$ cat src/hw/rtl/mbbt_pkg.sv
// Package with the shared constants and types of the bounding-box tracker.
`default_nettype none

package mbbt_pkg;

  // Configuration port.
  localparam int CFG_W     = 13;
  localparam int CFG_IDX_W = 2;
  localparam int BAND_W    = 12;

  localparam logic [CFG_IDX_W-1:0] CFG_IDX_FRAME_WIDTH  = 2'd0;
  localparam logic [CFG_IDX_W-1:0] CFG_IDX_FRAME_HEIGHT = 2'd1;
  localparam logic [CFG_IDX_W-1:0] CFG_IDX_DEAD_BAND    = 2'd2;

  localparam logic [CFG_W-1:0]  FRAME_WIDTH_RESET  = 13'd640;
  localparam logic [CFG_W-1:0]  FRAME_HEIGHT_RESET = 13'd480;
  localparam logic [BAND_W-1:0] DEAD_BAND_RESET    = 12'd25;

  // Pixel payload.
  localparam int               PIXEL_W      = 8;
  localparam logic [PIXEL_W-1:0] OBJECT_PIXEL = 8'd255;

  // Direction codes.
  localparam int              DIR_W        = 2;
  localparam logic [DIR_W-1:0] DIR_CENTERED = 2'd0;
  localparam logic [DIR_W-1:0] DIR_BELOW    = 2'd1;
  localparam logic [DIR_W-1:0] DIR_ABOVE    = 2'd2;

  // Status of the record queue between front end and back end.
  typedef struct packed {
    logic full;
    logic empty;
  } q_status_t;

endpackage

`default_nettype wire

$ cat src/hw/rtl/mbbt_if.sv
// Valid/ready channel interfaces for the pixel input and the box result.
`default_nettype none

interface mbbt_pixel_if;
  import mbbt_pkg::*;
  logic               valid;
  logic               ready;
  logic [PIXEL_W-1:0] mask_pixel;

  modport source (output valid, output mask_pixel, input ready);
  modport sink   (input valid, input mask_pixel, output ready);
endinterface

interface mbbt_box_if #(parameter int CW = 12);
  import mbbt_pkg::*;
  logic             valid;
  logic             ready;
  logic [CW-1:0]    box_left;
  logic [CW-1:0]    box_right;
  logic [CW-1:0]    box_top;
  logic [CW-1:0]    box_bottom;
  logic [CW:0]      diagonal;
  logic [DIR_W-1:0] direction;
  logic             found;

  modport source (output valid, output box_left, output box_right, output box_top,
                  output box_bottom, output diagonal, output direction, output found,
                  input ready);
  modport sink   (input valid, input box_left, input box_right, input box_top,
                  input box_bottom, input diagonal, input direction, input found,
                  output ready);
endinterface

`default_nettype wire

$ cat src/hw/rtl/mbbt_fifo.sv
// Short register queue that carries finished frame records to the back end.
`default_nettype none

module mbbt_fifo import mbbt_pkg::*; #(
  parameter int W     = 1,
  parameter int DEPTH = 2
) (
  input  wire logic         clk,
  input  wire logic         rst_n,
  input  wire logic         push,
  input  wire logic [W-1:0] push_data,
  input  wire logic         pop,
  output logic [W-1:0]      pop_data,
  output q_status_t         status
);

  localparam int AW = (DEPTH > 1) ? $clog2(DEPTH) : 1;
  localparam int NW = $clog2(DEPTH + 1);

  logic [W-1:0]  mem [DEPTH];
  logic [AW-1:0] wr_ptr_r, rd_ptr_r;
  logic [NW-1:0] count_r;

  function automatic logic [AW-1:0] ptr_inc(input logic [AW-1:0] p);
    ptr_inc = (p == AW'(DEPTH - 1)) ? '0 : p + AW'(1);
  endfunction

  always_ff @(posedge clk) begin
    if (push) begin
      mem[wr_ptr_r] <= push_data;
    end
  end

  always_ff @(posedge clk) begin
    if (!rst_n) begin
      wr_ptr_r <= '0;
      rd_ptr_r <= '0;
      count_r  <= '0;
    end else begin
      if (push) begin
        wr_ptr_r <= ptr_inc(wr_ptr_r);
      end
      if (pop) begin
        rd_ptr_r <= ptr_inc(rd_ptr_r);
      end
      priority if (push && !pop) begin
        count_r <= count_r + NW'(1);
      end else if (pop && !push) begin
        count_r <= count_r - NW'(1);
      end
    end
  end

  assign pop_data     = mem[rd_ptr_r];
  assign status.full  = (count_r == NW'(DEPTH));
  assign status.empty = (count_r == '0);

endmodule

`default_nettype wire

$ cat src/hw/rtl/mbbt_front.sv
// Front end: accepts pixels, keeps the raster position and the box trackers.
`default_nettype none

module mbbt_front import mbbt_pkg::*; #(
  parameter int COORD_LIMIT = 4096
) (
  input  wire logic                            clk,
  input  wire logic                            rst_n,
  mbbt_pixel_if.sink                           in_pix,
  input  wire logic [$clog2(COORD_LIMIT)-1:0]  col_last,
  input  wire logic [$clog2(COORD_LIMIT)-1:0]  row_last,
  input  wire q_status_t                       q_status,
  output logic                                 rec_push,
  output logic [4*$clog2(COORD_LIMIT):0]       rec_data
);

  localparam int CW = $clog2(COORD_LIMIT);
  localparam logic [CW-1:0] COORD_MAX = CW'(COORD_LIMIT - 1);

  logic [CW-1:0] col_r, row_r;
  logic [CW-1:0] left_r, right_r, top_r, bottom_r;
  logic          seen_r;

  logic [CW-1:0] left_nxt, right_nxt, top_nxt, bottom_nxt;
  logic          seen_nxt;
  logic          accept, is_object, row_end, frame_end;

  assign in_pix.ready = !q_status.full;
  assign accept       = in_pix.valid && in_pix.ready;
  assign is_object    = (in_pix.mask_pixel == OBJECT_PIXEL);
  assign row_end      = (col_r >= col_last);
  assign frame_end    = row_end && (row_r >= row_last);

  always_comb begin
    left_nxt   = (is_object && col_r < left_r)   ? col_r : left_r;
    right_nxt  = (is_object && col_r > right_r)  ? col_r : right_r;
    top_nxt    = (is_object && row_r < top_r)    ? row_r : top_r;
    bottom_nxt = (is_object && row_r > bottom_r) ? row_r : bottom_r;
    seen_nxt   = seen_r || is_object;
  end

  assign rec_push = accept && frame_end;
  assign rec_data = {seen_nxt, left_nxt, right_nxt, top_nxt, bottom_nxt};

  always_ff @(posedge clk) begin
    if (!rst_n) begin
      col_r    <= '0;
      row_r    <= '0;
      left_r   <= COORD_MAX;
      right_r  <= '0;
      top_r    <= COORD_MAX;
      bottom_r <= '0;
      seen_r   <= 1'b0;
    end else if (accept) begin
      if (frame_end) begin
        col_r    <= '0;
        row_r    <= '0;
        left_r   <= COORD_MAX;
        right_r  <= '0;
        top_r    <= COORD_MAX;
        bottom_r <= '0;
        seen_r   <= 1'b0;
      end else begin
        if (row_end) begin
          col_r <= '0;
          row_r <= row_r + CW'(1);
        end else begin
          col_r <= col_r + CW'(1);
        end
        left_r   <= left_nxt;
        right_r  <= right_nxt;
        top_r    <= top_nxt;
        bottom_r <= bottom_nxt;
        seen_r   <= seen_nxt;
      end
    end
  end

endmodule

`default_nettype wire

$ cat src/hw/rtl/mbbt_back.sv
// Back end: squares the box sides, takes the root bit by bit, sets direction.
`default_nettype none

module mbbt_back import mbbt_pkg::*; #(
  parameter int CW = 12
) (
  input  wire logic              clk,
  input  wire logic              rst_n,
  input  wire q_status_t         q_status,
  input  wire logic [4*CW:0]     rec_data,
  output logic                   rec_pop,
  input  wire logic [CW-1:0]     centre_row,
  input  wire logic [BAND_W-1:0] band,
  mbbt_box_if.source             out_box
);

  localparam int RW    = CW + 1;
  localparam int CNT_W = $clog2(RW);
  localparam int DW    = ((CW > BAND_W) ? CW : BAND_W) + 3;

  typedef enum logic [2:0] {
    S_IDLE,
    S_SQUARE,
    S_SUM,
    S_ROOT,
    S_OUT
  } state_t;

  state_t             state_r;
  logic [CW-1:0]      left_r, right_r, top_r, bottom_r;
  logic               found_r;
  logic [2*CW-1:0]    sqx_r, sqy_r;
  logic [2*RW-1:0]    rad_r;
  logic [RW+1:0]      rem_r;
  logic [RW-1:0]      root_r;
  logic [CNT_W-1:0]   cnt_r;
  logic [DIR_W-1:0]   dir_r;

  logic [CW-1:0]        adx, ady;
  logic signed [CW+1:0] dy_s, half_s, mid_s;
  logic signed [DW-1:0] off_s, band_s;
  logic [DIR_W-1:0]     dir_nxt;
  logic [RW+3:0]        cat, trial;

  // Side lengths as magnitudes; the squares do not care about sign.
  assign adx = (right_r >= left_r) ? right_r - left_r : left_r - right_r;
  assign ady = (bottom_r >= top_r) ? bottom_r - top_r : top_r - bottom_r;

  // Vertical midpoint, with the half of a negative height rounded toward zero.
  always_comb begin
    dy_s   = signed'({2'b00, bottom_r}) - signed'({2'b00, top_r});
    half_s = (dy_s + signed'({{(CW + 1){1'b0}}, dy_s[CW+1]})) >>> 1;
    mid_s  = signed'({2'b00, top_r}) + half_s;
    off_s  = signed'({{(DW - CW - 2){mid_s[CW+1]}}, mid_s})
           - signed'({{(DW - CW){1'b0}}, centre_row});
    band_s = signed'({{(DW - BAND_W){1'b0}}, band});
    priority if (off_s > band_s) begin
      dir_nxt = DIR_BELOW;
    end else if (off_s < -band_s) begin
      dir_nxt = DIR_ABOVE;
    end else begin
      dir_nxt = DIR_CENTERED;
    end
  end

  // One restoring square-root step: bring down two radicand bits, try 4r+1.
  assign cat   = {rem_r, rad_r[2*RW-1 -: 2]};
  assign trial = {2'b00, root_r, 2'b01};

  assign rec_pop = (state_r == S_IDLE) && !q_status.empty;

  always_ff @(posedge clk) begin
    if (!rst_n) begin
      state_r <= S_IDLE;
    end else begin
      unique case (state_r)
        S_IDLE: begin
          if (!q_status.empty) begin
            {found_r, left_r, right_r, top_r, bottom_r} <= rec_data;
            state_r <= S_SQUARE;
          end
        end
        S_SQUARE: begin
          sqx_r   <= adx * adx;
          sqy_r   <= ady * ady;
          dir_r   <= dir_nxt;
          state_r <= S_SUM;
        end
        S_SUM: begin
          rad_r   <= (2*RW)'(sqx_r) + (2*RW)'(sqy_r);
          rem_r   <= '0;
          root_r  <= '0;
          cnt_r   <= '0;
          state_r <= S_ROOT;
        end
        S_ROOT: begin
          if (cat >= trial) begin
            rem_r  <= (RW + 2)'(cat - trial);
            root_r <= {root_r[RW-2:0], 1'b1};
          end else begin
            rem_r  <= (RW + 2)'(cat);
            root_r <= {root_r[RW-2:0], 1'b0};
          end
          rad_r <= {rad_r[2*RW-3:0], 2'b00};
          cnt_r <= cnt_r + CNT_W'(1);
          if (cnt_r == CNT_W'(RW - 1)) begin
            state_r <= S_OUT;
          end
        end
        S_OUT: begin
          if (out_box.ready) begin
            state_r <= S_IDLE;
          end
        end
      endcase
    end
  end

  assign out_box.valid      = (state_r == S_OUT);
  assign out_box.box_left   = left_r;
  assign out_box.box_right  = right_r;
  assign out_box.box_top    = top_r;
  assign out_box.box_bottom = bottom_r;
  assign out_box.diagonal   = root_r;
  assign out_box.direction  = dir_r;
  assign out_box.found      = found_r;

endmodule

`default_nettype wire

$ cat src/hw/rtl/mask_bounding_box_tracker.sv
// Top level of the binary mask bounding-box tracker.
//
//   Channel   Direction  Payload                                Handshake
//   in_pix    in         mask_pixel                             valid / ready
//   out_box   out        box_left/right/top/bottom, diagonal,   valid / ready
//                        direction, found
//   cfg_*     in         cfg_index, cfg_wdata                   cfg_we, no wait
//
// The front end takes one pixel transaction per cycle while the record queue has room.
// The back end works on one frame result at a time (load, square, sum, the root over
// CW+1 bits one bit at a time, output); the bit-serial square root sets its pace, and
// frames shorter than the back-end pass fill the queue and stall input.
// A result waits in the output registers until taken; the front end keeps counting
// pixels into the queue meanwhile.
// Reset is synchronous and active low; it loads the register defaults and clears the
// counters and trackers directly, with no clearing pass.
`default_nettype none

module mask_bounding_box_tracker import mbbt_pkg::*; #(
  parameter int COORD_LIMIT = 4096
) (
  input  wire logic                 clk,
  input  wire logic                 rst_n,
  mbbt_pixel_if.sink                in_pix,
  mbbt_box_if.source                out_box,
  input  wire logic                 cfg_we,
  input  wire logic [CFG_IDX_W-1:0] cfg_index,
  input  wire logic [CFG_W-1:0]     cfg_wdata
);

  // Coordinates run from 0 to COORD_LIMIT-1.
  localparam int CW = $clog2(COORD_LIMIT);
  // Width in which a written size is compared against the coordinate limit.
  localparam int SW = (CW + 1 > CFG_W) ? CW + 1 : CFG_W;
  localparam int REC_W = 4 * CW + 1;
  localparam int QUEUE_DEPTH = 2;

  logic [CFG_W-1:0]  frame_width_r, frame_height_r;
  logic [BAND_W-1:0] dead_band_r;

  logic [SW-1:0]  w_ext, h_ext, w_eff, h_eff;
  logic [CW-1:0]  col_last, row_last, centre_row;

  logic             rec_push, rec_pop;
  logic [REC_W-1:0] rec_in, rec_out;
  q_status_t        q_status;

  // Configuration registers. Writes to an index past the list are dropped.
  always_ff @(posedge clk) begin
    if (!rst_n) begin
      frame_width_r  <= FRAME_WIDTH_RESET;
      frame_height_r <= FRAME_HEIGHT_RESET;
      dead_band_r    <= DEAD_BAND_RESET;
    end else if (cfg_we) begin
      unique case (cfg_index)
        CFG_IDX_FRAME_WIDTH:  frame_width_r  <= cfg_wdata;
        CFG_IDX_FRAME_HEIGHT: frame_height_r <= cfg_wdata;
        CFG_IDX_DEAD_BAND:    dead_band_r    <= cfg_wdata[BAND_W-1:0];
        default: ;
      endcase
    end
  end

  // A zero size counts as one, and a size beyond the coordinate range is clamped.
  always_comb begin
    w_ext = SW'(frame_width_r);
    h_ext = SW'(frame_height_r);
    priority if (w_ext == '0) begin
      w_eff = SW'(1);
    end else if (w_ext > SW'(COORD_LIMIT)) begin
      w_eff = SW'(COORD_LIMIT);
    end else begin
      w_eff = w_ext;
    end
    priority if (h_ext == '0) begin
      h_eff = SW'(1);
    end else if (h_ext > SW'(COORD_LIMIT)) begin
      h_eff = SW'(COORD_LIMIT);
    end else begin
      h_eff = h_ext;
    end
  end

  // Last column and row index of a frame, and the center row used for direction.
  assign col_last   = CW'(w_eff - SW'(1));
  assign row_last   = CW'(h_eff - SW'(1));
  assign centre_row = CW'(h_eff >> 1);

  // The front end tracks the box and pushes one record at the last pixel of a frame.
  mbbt_front #(
    .COORD_LIMIT (COORD_LIMIT)
  ) u_front (
    .clk      (clk),
    .rst_n    (rst_n),
    .in_pix   (in_pix),
    .col_last (col_last),
    .row_last (row_last),
    .q_status (q_status),
    .rec_push (rec_push),
    .rec_data (rec_in)
  );

  // The queue decouples pixel intake from the slower per-frame arithmetic.
  mbbt_fifo #(
    .W     (REC_W),
    .DEPTH (QUEUE_DEPTH)
  ) u_queue (
    .clk       (clk),
    .rst_n     (rst_n),
    .push      (rec_push),
    .push_data (rec_in),
    .pop       (rec_pop),
    .pop_data  (rec_out),
    .status    (q_status)
  );

  // The back end turns each record into one result transaction.
  mbbt_back #(
    .CW (CW)
  ) u_back (
    .clk        (clk),
    .rst_n      (rst_n),
    .q_status   (q_status),
    .rec_data   (rec_out),
    .rec_pop    (rec_pop),
    .centre_row (centre_row),
    .band       (dead_band_r),
    .out_box    (out_box)
  );

endmodule

`default_nettype wire

$ cat src/flat_wrapper.sv
// flat-port wrapper written by rule: the top's interface ports become plain ports
module mask_bounding_box_tracker_flat import mbbt_pkg::*;
#(
  parameter int COORD_LIMIT = 4096
)
  (clk, rst_n, cfg_we, cfg_index, cfg_wdata, in_pix_valid, in_pix_mask_pixel, in_pix_ready, out_box_valid, out_box_box_left, out_box_box_right, out_box_box_top, out_box_box_bottom, out_box_diagonal, out_box_direction, out_box_found, out_box_ready);
  mbbt_pixel_if in_pix_i ();
  mbbt_box_if out_box_i ();
  input  wire logic clk;
  input  wire logic rst_n;
  input  wire logic cfg_we;
  input  wire logic [CFG_IDX_W-1:0] cfg_index;
  input  wire logic [CFG_W-1:0] cfg_wdata;
  input wire logic [$bits(in_pix_i.valid)-1:0] in_pix_valid;
  input wire logic [$bits(in_pix_i.mask_pixel)-1:0] in_pix_mask_pixel;
  output wire logic [$bits(in_pix_i.ready)-1:0] in_pix_ready;
  output wire logic [$bits(out_box_i.valid)-1:0] out_box_valid;
  output wire logic [$bits(out_box_i.box_left)-1:0] out_box_box_left;
  output wire logic [$bits(out_box_i.box_right)-1:0] out_box_box_right;
  output wire logic [$bits(out_box_i.box_top)-1:0] out_box_box_top;
  output wire logic [$bits(out_box_i.box_bottom)-1:0] out_box_box_bottom;
  output wire logic [$bits(out_box_i.diagonal)-1:0] out_box_diagonal;
  output wire logic [$bits(out_box_i.direction)-1:0] out_box_direction;
  output wire logic [$bits(out_box_i.found)-1:0] out_box_found;
  input wire logic [$bits(out_box_i.ready)-1:0] out_box_ready;
  assign in_pix_i.valid = in_pix_valid;
  assign in_pix_i.mask_pixel = in_pix_mask_pixel;
  assign in_pix_ready = in_pix_i.ready;
  assign out_box_valid = out_box_i.valid;
  assign out_box_box_left = out_box_i.box_left;
  assign out_box_box_right = out_box_i.box_right;
  assign out_box_box_top = out_box_i.box_top;
  assign out_box_box_bottom = out_box_i.box_bottom;
  assign out_box_diagonal = out_box_i.diagonal;
  assign out_box_direction = out_box_i.direction;
  assign out_box_found = out_box_i.found;
  assign out_box_i.ready = out_box_ready;
  mask_bounding_box_tracker #(.COORD_LIMIT(COORD_LIMIT)) u_core (.clk(clk), .rst_n(rst_n), .in_pix(in_pix_i), .out_box(out_box_i), .cfg_we(cfg_we), .cfg_index(cfg_index), .cfg_wdata(cfg_wdata));
endmodule
$ cat config.mk
export PLATFORM = sky130hd
export DESIGN_NAME = mask_bounding_box_tracker_flat
export DESIGN_NICKNAME = d
export VERILOG_FILES = /design/src/hw/rtl/mbbt_pkg.sv /design/src/hw/rtl/mbbt_if.sv /design/src/hw/rtl/mbbt_fifo.sv /design/src/hw/rtl/mbbt_front.sv /design/src/hw/rtl/mbbt_back.sv /design/src/hw/rtl/mask_bounding_box_tracker.sv /design/src/flat_wrapper.sv
export SDC_FILE = /design/constraint.sdc
export NUM_CORES = 1
export LEC_CHECK = 0
export ABC_AREA = 1
export BUFFER_PORTS_ARGS = -buffer_cell sky130_fd_sc_hd__clkbuf_2
export CAP_MARGIN = 15
export CORE_ASPECT_RATIO = 2
export CORE_MARGIN = 2
export CORE_UTILIZATION = 65
export CTS_CLUSTER_SIZE = 10
export DETAILED_ROUTE_END_ITERATION = 7
export GPL_TIMING_DRIVEN = 0
export PLACE_DENSITY_LB_ADDON = 0.2
export SYNTH_ARGS = -nofsm -noshare
export SYNTH_HDL_FRONTEND = slang
export SYNTH_SLANG_ARGS = --single-unit
$ cat constraint.sdc
create_clock -name clk -period 8.95 [get_ports clk]
set_clock_uncertainty 0.15 [all_clocks]
set_input_delay 0.895 -clock clk [delete_from_list [all_inputs] [get_ports clk]]
set_output_delay 0.895 -clock clk [all_outputs]
set_load 0.1 [all_outputs]
==> results of run 1 <==
-- stage by stage --
step | instances | instance area [sq um]
2_1_floorplan | 4027 | 31800
3_3_place_gp | 4757 | 33100
3_5_place_dp | 4769 | 33300
4_1_cts | 4841 | 34600
5_1_grt | 4841 | 34600
6_report | 4841 | 34600
-- logic make-up (layout without fill, tap and decap cells) --
kind of cell             Yosys count  after routing
flip-flops                       371            371
XOR/XNOR                         134            134
AO/OA/AOI/OAI                    482            482
AND/OR/NAND/NOR                 1780           1780
adder cells (fa/ha/maj)          490            490
buffers and inverters            770            946
-- cells in the mapped netlist, drive strengths merged --
master | count | share of area
a21boi | 4 | 0.00094
a21o | 16 | 0.0038
o211ai | 9 | 0.0021
and2 | 5 | 0.0010
xnor2 | 39 | 0.011
xor2 | 95 | 0.026
nand3b | 10 | 0.0024
a31o | 1 | 0.00028
edfxtp | 253 | 0.24
clkinv | 2 | 0.00024
a211oi | 1 | 0.00024
a21oi | 265 | 0.043
ha | 311 | 0.12
nor3 | 35 | 0.0055
nand2 | 1024 | 0.12
a31oi | 13 | 0.0026
nor3b | 1 | 0.00024
or2 | 5 | 0.00098
nand2b | 1 | 0.00020
clkbuf | 58 | 0.0068
inv | 670 | 0.079
o21ai | 142 | 0.024
o21a | 4 | 0.00094
or3 | 1 | 0.00020
a41oi | 1 | 0.00028
nand3 | 234 | 0.037
o21bai | 22 | 0.0052
dfxtp | 118 | 0.074
nand4 | 74 | 0.015
fa | 179 | 0.11
nor4 | 5 | 0.00098
o2111ai | 1 | 0.00028
buf | 40 | 0.0084
o31ai | 1 | 0.00024
nor2 | 385 | 0.049
o41ai | 2 | 0.00055
-- layout by cell type (no fill, tap or decap), drive strengths merged, types with 2 or more instances in the layout --
cell type | netlist | layout
nor3 | 35 | 35
nand3b | 10 | 10
inv | 670 | 672
clkbuf | 58 | 216
dfxtp | 118 | 118
ha | 311 | 311
nand2 | 1024 | 1024
nand3 | 234 | 234
buf | 40 | 52
edfxtp | 253 | 253
fa | 179 | 179
nand4 | 74 | 74
o21ai | 142 | 142
a21boi | 4 | 4
a21oi | 265 | 265
a21o | 16 | 16
o21a | 4 | 4
or2 | 5 | 5
o21bai | 22 | 22
nor4 | 5 | 5
and2 | 5 | 5
clkinv | 2 | 5
o211ai | 9 | 9
o41ai | 2 | 2
xnor2 | 39 | 39
a31oi | 13 | 13
nor2 | 385 | 385
xor2 | 95 | 95
-- registers in the layout, summed over array words and instances (netlist names), 13 cells and up --
name	flops
u_core.u_back.sqy_r	23
u_core.u_back.rad_r	26
u_core.u_back.sqx_r	23
u_core.u_back.out_box.diagonal	13
u_core.frame_height_r	13
u_core.u_queue.mem	98
u_core.frame_width_r	13
u_core.u_back.rem_r	15
-- metal layers --
| layer | GRT usage | vias to the layer above |
|---|---|---|
| li1 | - | 13300 |
| met1 | 0.303 | 12800 |
| met2 | 0.707 | 853 |
| met3 | 0.0494 | 392 |
| met4 | 0.346 | 0 |
| met5 | 0 | - |
-- worst max path at each step --
stage	endpoint	cells past startpoint	slack [ns]	from
2_1_floorplan	u_core.u_back.sqx_r[23]	29	1.77	u_core.u_back.out_box.box_left[0]
3_3_place_gp	u_core.u_back.rem_r[1]	4	0.08	rst_n
4_1_cts	u_core.u_back.sqx_r[17]	27	1.17	u_core.u_back.out_box.box_right[0]
3_5_place_dp	u_core.u_back.sqx_r[17]	27	1.19	u_core.u_back.out_box.box_right[0]
5_1_grt	u_core.u_back.sqx_r[17]	27	0.64	u_core.u_back.out_box.box_right[0]
6_report	u_core.u_back.sqx_r[17]	27	0.97	u_core.u_back.out_box.box_right[0]
-- layout make-up --
type	count	area [sq um]	share of cell area
clock inverter	6	101	0.00293
buffer	98	487	0.0141
multi-input combinational	2886	18900	0.546
timing repair buffer	104	622	0.0180
inverter	672	2530	0.0731
clock buffer	66	1200	0.0348
sequential	371	9960	0.288
tap	638	798	0.0231
-- critical path, cell delays in order (launching register included) --
cell and delay, ns:
edfxtp_1 0.51, inv_1 0.11, ha_1 0.17, inv_1 0.10
fa_1 0.53, a21oi_4 0.21, nand2_1 0.20, nand2_1 0.16
nand3_2 0.17, buf_6 0.20, nand2_1 0.07, nand2_2 0.16
inv_1 0.28, nand2_1 0.13, fa_1 0.60, inv_1 0.07
fa_1 0.53, fa_1 0.46, fa_1 0.55, inv_1 0.06
fa_1 0.52, inv_1 0.04, ha_1 0.36, nand2_1 0.15
nor4_1 0.71, a21oi_1 0.22, o21bai_1 0.22, xor2_1 0.09
==> qor.yml, run 1 <==
run_status:
  outcome: "finished clean"
worst_hold_path:
  hp-start: "u_core.u_front.bottom_r[2]"
  worstHoldEndpoint: "u_core.u_front.bottom_r[2]"
  hp-class: "reg2reg"
  hold-path-cell-count: 2
global_routing:
  gr-total-overflow: 0
  grt_use_total: 0.361
  grt_pass1_wl_um: 141000
  grt_max_degree: 44
  grt_pass1_vias: 28000
  antenna_found_initial: 0
placement:
  place_hpwl_um: 74400
  gp_congestion: 1.01
  io_buffers: 92
  pre_cts_ws_ns: 1.19
logic_synthesis:
  ys_types: 52
  synth-warning-count: 0
  synthCells: 4027
  synthXorXnorAreaFrac: 0.0369
  synth_nets: 4545
  ys_seq_elements: 371
  synth_top_family_by_area: "simple AND/OR/NAND/NOR gates"
  synth_compound_area_frac: 0.0841
  avgSynthCellArea_sq_um: 7.91
  yosys.area_share.simple: 0.237
  synth_area_sq_um: 31800
  seq_area_frac_synth: 0.313
  synth-adder-area-share: 0.235
  synth_mux_area_frac: 0
floorplan:
  die_w_um: 160
  rows: 114
  core_sq_um: 48400
  start_util: 0.658
  die_h_um: 317
  num_io_pins: 94
  dieArea_sq_um: 50900
sta:
  finalCritPeriodShare: 0.891
  drv_slew: 0
  finalCriticalPeriod_ns: 7.98
  hold_violations: 0
  setup_violations: 0
  max_slew.worst_pin.slew_ns: 1.16
  worst_hold_slack_ns: 0.332
  fin_ws_ns: 0.973
  slew_headroom: 0.219
  max_freq_ghz: 0.125
  final.setup.tns_ns: 0
  rsz0062_at_grt: "false"
clocking:
  cts.clk_slew.worst_paths_ns: 0.05
  cts-root-buf: "clkbuf_16"
  cts_buffers: 44
  clock-sinks: 371
  clockBufferDepth: 3
  clk_latency_ns: 0.60
  cts_max_level: 2
  post_cts_resize_count: 0
  post_cts_buffers: 0
  hold_buffers: 0
  tritoncts: "yes"
finish:
  nets: 4695
  drive_gt1_frac: 0.0678
  fin_util: 0.715
  nFillCells: 3993
  diodes: 0
  layout-area-overhead-vs-synth_pct: 8.64
detailed_routing:
  drt_iter0_drc: 1778
  dr.pass1.iters: 6
  routed_wl_um: 91100
  wl_met1_um: 27800
  dr_wl_met3_um: 3950
  drc: 0
  ant_nets: 0
  via_per_inst: 5.64
  detail_route.wl_per_cell_um: 18.8
  wl_met2_um: 49000
  highest_layer: "met4"
  vias: 27300
worst_setup_path:
  r2r-start: "u_core.u_back.out_box.box_right[0]"
  r2r_cells: 27
  cp_max_fo: 10
  required_ns: 9.14
  rr_endpoint: "u_core.u_back.sqx_r[17]"
  cp-start-kind: "flip-flop"
  crit_path_end_kind: "flip-flop"
  rrSetupSlack_ns: 0.97
  critPathArrivalTime_ns: 8.16
  worstSetupPathType: "reg2reg"
run:
  cap_violations: 0
Power of run 1 is not shown: default switching activity piles up to over one toggle a cycle in this logic, so the estimate is an artifact.
==> inputs of run 2 (changes only) <==
Settings changed: CORE_UTILIZATION 65 to 40, CTS_BUF_LIST set to sky130_fd_sc_hd__clkbuf_16.
==> run 2 against run 1 <==
  * Critical path depth unchanged
  * Setup slack got worse by 0.0019 ns
  * Die area is 61% higher
  * First-iteration DRC count is 35% lower
  * Non-clock buffer count stayed put
  * Register-to-register slack hardly changed
  * Core utilization shrank 27 points
  * Via count fell by 2.3%
  * Fmax about the same
  * Wire length is 3.0% higher
  * Clock-buffer cell count is 20 lower
  * Critical endpoint unchanged
  * Highest routed layer unchanged
==> qor.yml, run 2 (same netlist as run 1, synthesis figures left out) <==
worst_setup_path:
  crit_path_end_kind: "flip-flop"
  max_stage_delay_ns: 0.70  # about the same
  required_ns: 9.22  # +0.08 ns
  cp-start-kind: "flip-flop"
  slowest_stage: "nor4_1"
  critPathArrivalTime_ns: 8.25  # +0.09 ns
  r2r-start: "u_core.u_back.out_box.box_right[0]"
  worstSetupPathType: "reg2reg"
  rrSetupSlack_ns: 0.97  # about the same
  cp_max_fo: 10  # unchanged
  r2r_cells: 27  # unchanged
  rr_endpoint: "u_core.u_back.sqx_r[17]"
sta:
  drv_slew: 0  # unchanged
  finalCriticalPeriod_ns: 7.98  # +0.00194 ns
  setup_violations: 0  # unchanged
  hold_violations: 0  # unchanged
  slew_headroom: 0.246  # +0.0267
  max_freq_ghz: 0.125  # about the same
  finalCritPeriodShare: 0.892  # about the same
  max_slew.worst_pin.slew_ns: 1.12  # -0.0396 ns
  worst_hold_slack_ns: 0.330  # -0.00201 ns
  rsz0062_at_grt: "false"
global_routing:
  grt_pass1_wl_um: 146000  # +3.1%
  grt_use_total: 0.231  # -0.130
  antenna_found_initial: 0  # unchanged
  grt_max_degree: 41  # -6.8%
  grt_pass1_vias: 27600  # -1.5%
  gr-total-overflow: 0  # unchanged
placement:
  place_hpwl_um: 78500  # +5.5%
  gp_congestion: 0.965  # -4.0%
  io_buffers: 92  # unchanged
run:
  cap_violations: 0  # unchanged
detailed_routing:
  dr.pass1.iters: 6  # unchanged
  via_per_inst: 5.08  # -9.8%
  routed_wl_um: 93900  # +3.0%
  ant_nets: 0  # unchanged
  drc: 0  # unchanged
  vias: 26700  # -2.3%
  detail_route.wl_per_cell_um: 17.9  # -5.0%
  drt_iter0_drc: 1158  # -35%
clocking:
  hold_buffers: 0  # unchanged
  cts.clk_slew.worst_paths_ns: 0.06  # about the same
  clk_latency_ns: 0.60  # about the same
  cts-root-buf: "clkbuf_16"
  clockBufferDepth: 3  # unchanged
  post_cts_buffers: 0  # unchanged
  tritoncts: "yes"
  clock-sinks: 371  # unchanged
  cts_max_level: 2  # unchanged
  cts_buffers: 44  # unchanged
  post_cts_resize_count: 0  # unchanged
floorplan:
  core_sq_um: 79100  # +64%
  start_util: 0.402  # -0.256
  die_h_um: 403  # +27%
  rows: 146  # +28%
  num_io_pins: 94  # unchanged
  dieArea_sq_um: 82000  # +61%
  die_w_um: 203  # +27%
finish:
  drive_gt1_frac: 0.0675  # -0.000350
  largest_register_ff_count: 98  # unchanged
  layout-area-overhead-vs-synth_pct: 10.3
  largest-register: "u_core.u_queue.mem"
  diodes: 0  # unchanged
  final_cell_mix: "995 x nand2_1, 678 x inv_1, 356 x nor2_1"
  reg_top3: "u_core.u_queue.mem: 98 flops, u_core.u_back.rad_r: 26 flops"
  final_common_cell: "nand2_1"
  nets: 4695  # unchanged
worst_hold_path:
  hold-path-cell-count: 2  # unchanged
  worstHoldEndpoint: "u_core.u_front.bottom_r[1]"
  hp-class: "reg2reg"
  hp-start: "u_core.u_front.bottom_r[1]"
run_status:
  outcome: "finished clean"
run 2: changes by cell type in the layout (fill, tap and decap cells not counted):
cell       before  now
inv_1         651  678
clkbuf_1       78   58
clkbuf_16      44   46
clkbuf_8        2    0
buf_4           5    6
buf_6          20   19
bufinv_16       1    0
clkinv_1        3    4
clkinv_4        1    0
inv_4           3    4
run 2: layout make-up:
type | instances | area, sq um
fill | 8100 | 44000
clock buffer | 46 | 1150
multi-input combinational | 2886 | 18900
tap | 1036 | 1300
sequential | 371 | 9960
inverter | 672 | 2530
clock inverter | 33 | 174
timing repair buffer | 104 | 618
buffer | 98 | 487
run 2: worst max-delay path by stage:
stage | start | to | slack [ns] | cells past startpoint
4_1_cts | u_core.u_back.out_box.box_right[0] | u_core.u_back.sqx_r[17] | 0.99 | 27
2_1_floorplan | u_core.u_back.out_box.box_left[0] | u_core.u_back.sqx_r[23] | 1.77 | 29
3_3_place_gp | u_core.frame_height_r[12] | u_core.u_queue.mem[0][42] | -0.49 | 17
5_1_grt | u_core.u_back.out_box.box_right[0] | u_core.u_back.sqx_r[17] | 0.66 | 27
3_5_place_dp | u_core.u_back.out_box.box_right[0] | u_core.u_back.sqx_r[17] | 1.02 | 27
6_report | u_core.u_back.out_box.box_right[0] | u_core.u_back.sqx_r[17] | 0.97 | 27
run 2: routing by layer:
layer,GRT usage,vias up,wire (um)
met1,0.209,12600,30900
met4,0.163,0,7470
met5,0,-,0
met2,0.465,542,52800
li1,-,13200,-
met3,0.0249,297,2660
run 2: through the flow:
stage	worst slack (ns)	setup TNS [ns]	util	cells	area, sq um
global route	0.661	0	0.444	5246	35100
detailed placement	1.02	0	0.427	5167	33800
CTS	0.990	0	0.444	5246	35100
global placement	-0.486	-25.41	0.425	5155	33600
floorplan	1.77	0	-	4027	31800
finish	0.971	0	0.444	5246	35100
run 2: critical path, delay by kind of cell, from the launching register on:
family | cells | cell delay [ns]
and+or+nand+nor | 8 | 1.76
DFF | 1 | 0.46
AOI/OAI and AO/OA | 3 | 0.65
adders and majority gates | 8 | 3.69
buffers and inverters | 7 | 0.86
xor gates and xnor gates | 1 | 0.22
Power of run 2 is left out for the same reason.
==> inputs of run 3 (changes only) <==
Settings changed: RECOVER_POWER set to 50.
==> run 3 against run 2 <==
  * The flow now finishes with violations (capacitance limit, slew limit)
  * Global-route usage is the same
  * Die area is the same
  * Sequential share of layout area grew 0.087 points
  * Setup slack lost 0.055 ns
  * Final area shrank 0.31%
  * Via count grew 0.23%
  * Register-to-register slack lost 0.05 ns
  * Core utilization shrank 0.14 points
==> qor.yml, run 3 (same netlist as run 1, synthesis figures left out) <==
global_routing:
  antenna_found_initial: 0  # unchanged
  gr-total-overflow: 0  # unchanged
  grt_max_degree: 41  # unchanged
  grt_pass1_vias: 27600  # unchanged
  grt_pass1_wl_um: 146000  # unchanged
  grt_use_total: 0.231  # unchanged
detailed_routing:
  vias: 26700  # +0.23%
  dr.pass1.iters: 6  # unchanged
  ant_nets: 0  # unchanged
  detail_route.wl_per_cell_um: 17.9  # +0.16%
  drc: 0  # unchanged
  dr_wl_met3_um: 2750  # +3.3%
  highest_layer: "met4"
  wl_met1_um: 31000  # +0.17%
  wl_met2_um: 52900  # +0.20%
  via_per_inst: 5.09  # +0.23%
  routed_wl_um: 94000  # +0.16%
  drt_iter0_drc: 1146  # -1.0%
placement:
  gp_congestion: 0.965  # unchanged
  io_buffers: 92  # unchanged
  place_hpwl_um: 78500  # unchanged
worst_setup_path:
  cp-start-kind: "flip-flop"
  required_ns: 9.22  # about the same
  rr_endpoint: "u_core.u_back.sqx_r[17]"
  r2r-start: "u_core.u_back.out_box.box_right[0]"
  rrSetupSlack_ns: 0.92  # -0.05 ns
  worstSetupPathType: "reg2reg"
  r2r_cells: 27  # unchanged
  critPathArrivalTime_ns: 8.31  # +0.06 ns
  cp_max_fo: 10  # unchanged
  crit_path_end_kind: "flip-flop"
finish:
  final_cell_mix: "995 x nand2_1, 679 x inv_1, 358 x nor2_1"
  nFillCells: 8115  # +0.19%
  drive_gt1_frac: 0.0499  # -0.0176
  largest_register_ff_count: 98  # unchanged
  nets: 4695  # unchanged
  multi_input_area_sq_um: 18900  # -0.11%
  reg_top3: "u_core.u_queue.mem: 98 flops, u_core.u_back.rad_r: 26 flops"
  seq_area_sq_um: 9960  # unchanged
  final_common_cell: "nand2_1"
  layout-area-overhead-vs-synth_pct: 9.92
  largest-register: "u_core.u_queue.mem"
  diodes: 0  # unchanged
sta:
  hold_violations: 0  # unchanged
  max_freq_ghz: 0.124  # -0.68%
  finalCriticalPeriod_ns: 8.03  # +0.0547 ns
  final.setup.tns_ns: 0  # unchanged
  slew_headroom: -0.0627  # -0.309
  rsz0062_at_grt: "false"
  setup_violations: 0  # unchanged
  max_slew.worst_pin.slew_ns: 1.59  # +0.469 ns
  finalCritPeriodShare: 0.898  # +0.00612
  drv_slew: 30  # +30
floorplan:
  core_sq_um: 79100  # unchanged
  rows: 146  # unchanged
  start_util: 0.402  # unchanged
  num_io_pins: 94  # unchanged
  die_w_um: 203  # unchanged
  die_h_um: 403  # unchanged
  dieArea_sq_um: 82000  # unchanged
clocking:
  cts_buffers: 44  # unchanged
  post_cts_buffers: 0  # unchanged
  cts_max_level: 2  # unchanged
  clockBufferDepth: 3  # unchanged
  clk_latency_ns: 0.60  # about the same
  cts-root-buf: "clkbuf_16"
  clock-sinks: 371  # unchanged
  post_cts_resize_count: 0  # unchanged
  tritoncts: "yes"
  hold_buffers: 0  # unchanged
  cts.clk_slew.worst_paths_ns: 0.06  # about the same
worst_hold_path:
  worstHoldEndpoint: "u_core.u_front.bottom_r[2]"
  hp-class: "reg2reg"
  hp-start: "u_core.u_front.bottom_r[2]"
  hold-path-cell-count: 2  # unchanged
run:
  cap_violations: 2  # +2
run_status:
  violations: "capacitance limit, slew limit"
  outcome: "finished, violations left"
## run 3: stage by stage
stage / worst slack (ns) / hold slack, ns / instance area, sq um / std cells / utilization
floorplan: 1.77 / 0.294 / 31800 / 4027 / -
global placement: -0.486 / 0.308 / 33600 / 5155 / 0.425
detailed placement: 1.02 / 0.325 / 33800 / 5167 / 0.427
CTS: 0.990 / 0.334 / 35100 / 5246 / 0.444
global route: 0.662 / 0.352 / 35000 / 5246 / 0.442
finish: 0.916 / 0.335 / 35000 / 5246 / 0.442
## run 3: how the worst max path moves through the flow
stage,start,endpoint,slack (ns),cells after the start
3_3_place_gp,u_core.frame_height_r[12],u_core.u_queue.mem[0][42],-0.49,17
3_5_place_dp,u_core.u_back.out_box.box_right[0],u_core.u_back.sqx_r[17],1.02,27
4_1_cts,u_core.u_back.out_box.box_right[0],u_core.u_back.sqx_r[17],0.99,27
2_1_floorplan,u_core.u_back.out_box.box_left[0],u_core.u_back.sqx_r[23],1.77,29
6_report,u_core.u_back.out_box.box_right[0],u_core.u_back.sqx_r[17],0.92,27
5_1_grt,u_core.u_back.out_box.box_right[0],u_core.u_back.sqx_r[17],0.66,27
## run 3: cell type report
class                   instances  area share
inverters                     672      0.0723
well taps                    1036      0.0370
repair buffers                104      0.0153
clock inverters                33     0.00497
flip-flops and latches        371       0.285
clock buffers                  46      0.0329
multi-input cells            2886       0.539
plain buffers                  98      0.0138
## run 3: layer usage
layer,vias up,global-route usage
met5,-,0
met4,0,0.163
met3,300,0.0249
met2,556,0.465
met1,12600,0.209
li1,13300,-
## run 3: critical path, stage by stage, from the launching register on
cell	delay, ns
edfxtp_1	0.46
inv_1	0.10
ha_1	0.16
inv_1	0.10
fa_1	0.50
a21oi_4	0.21
nand2_1	0.18
nand2_1	0.14
nand3_2	0.17
buf_6	0.21
nand2_1	0.08
nand2_2	0.19
inv_1	0.28
nand2_1	0.12
fa_1	0.61
inv_1	0.08
fa_1	0.54
fa_1	0.44
fa_1	0.54
inv_1	0.05
fa_1	0.53
inv_1	0.04
ha_1	0.37
nand2_1	0.17
nor4_1	0.75
a21oi_1	0.22
o21bai_1	0.22
xor2_1	0.22
Power of run 3 is left out for the same reason.
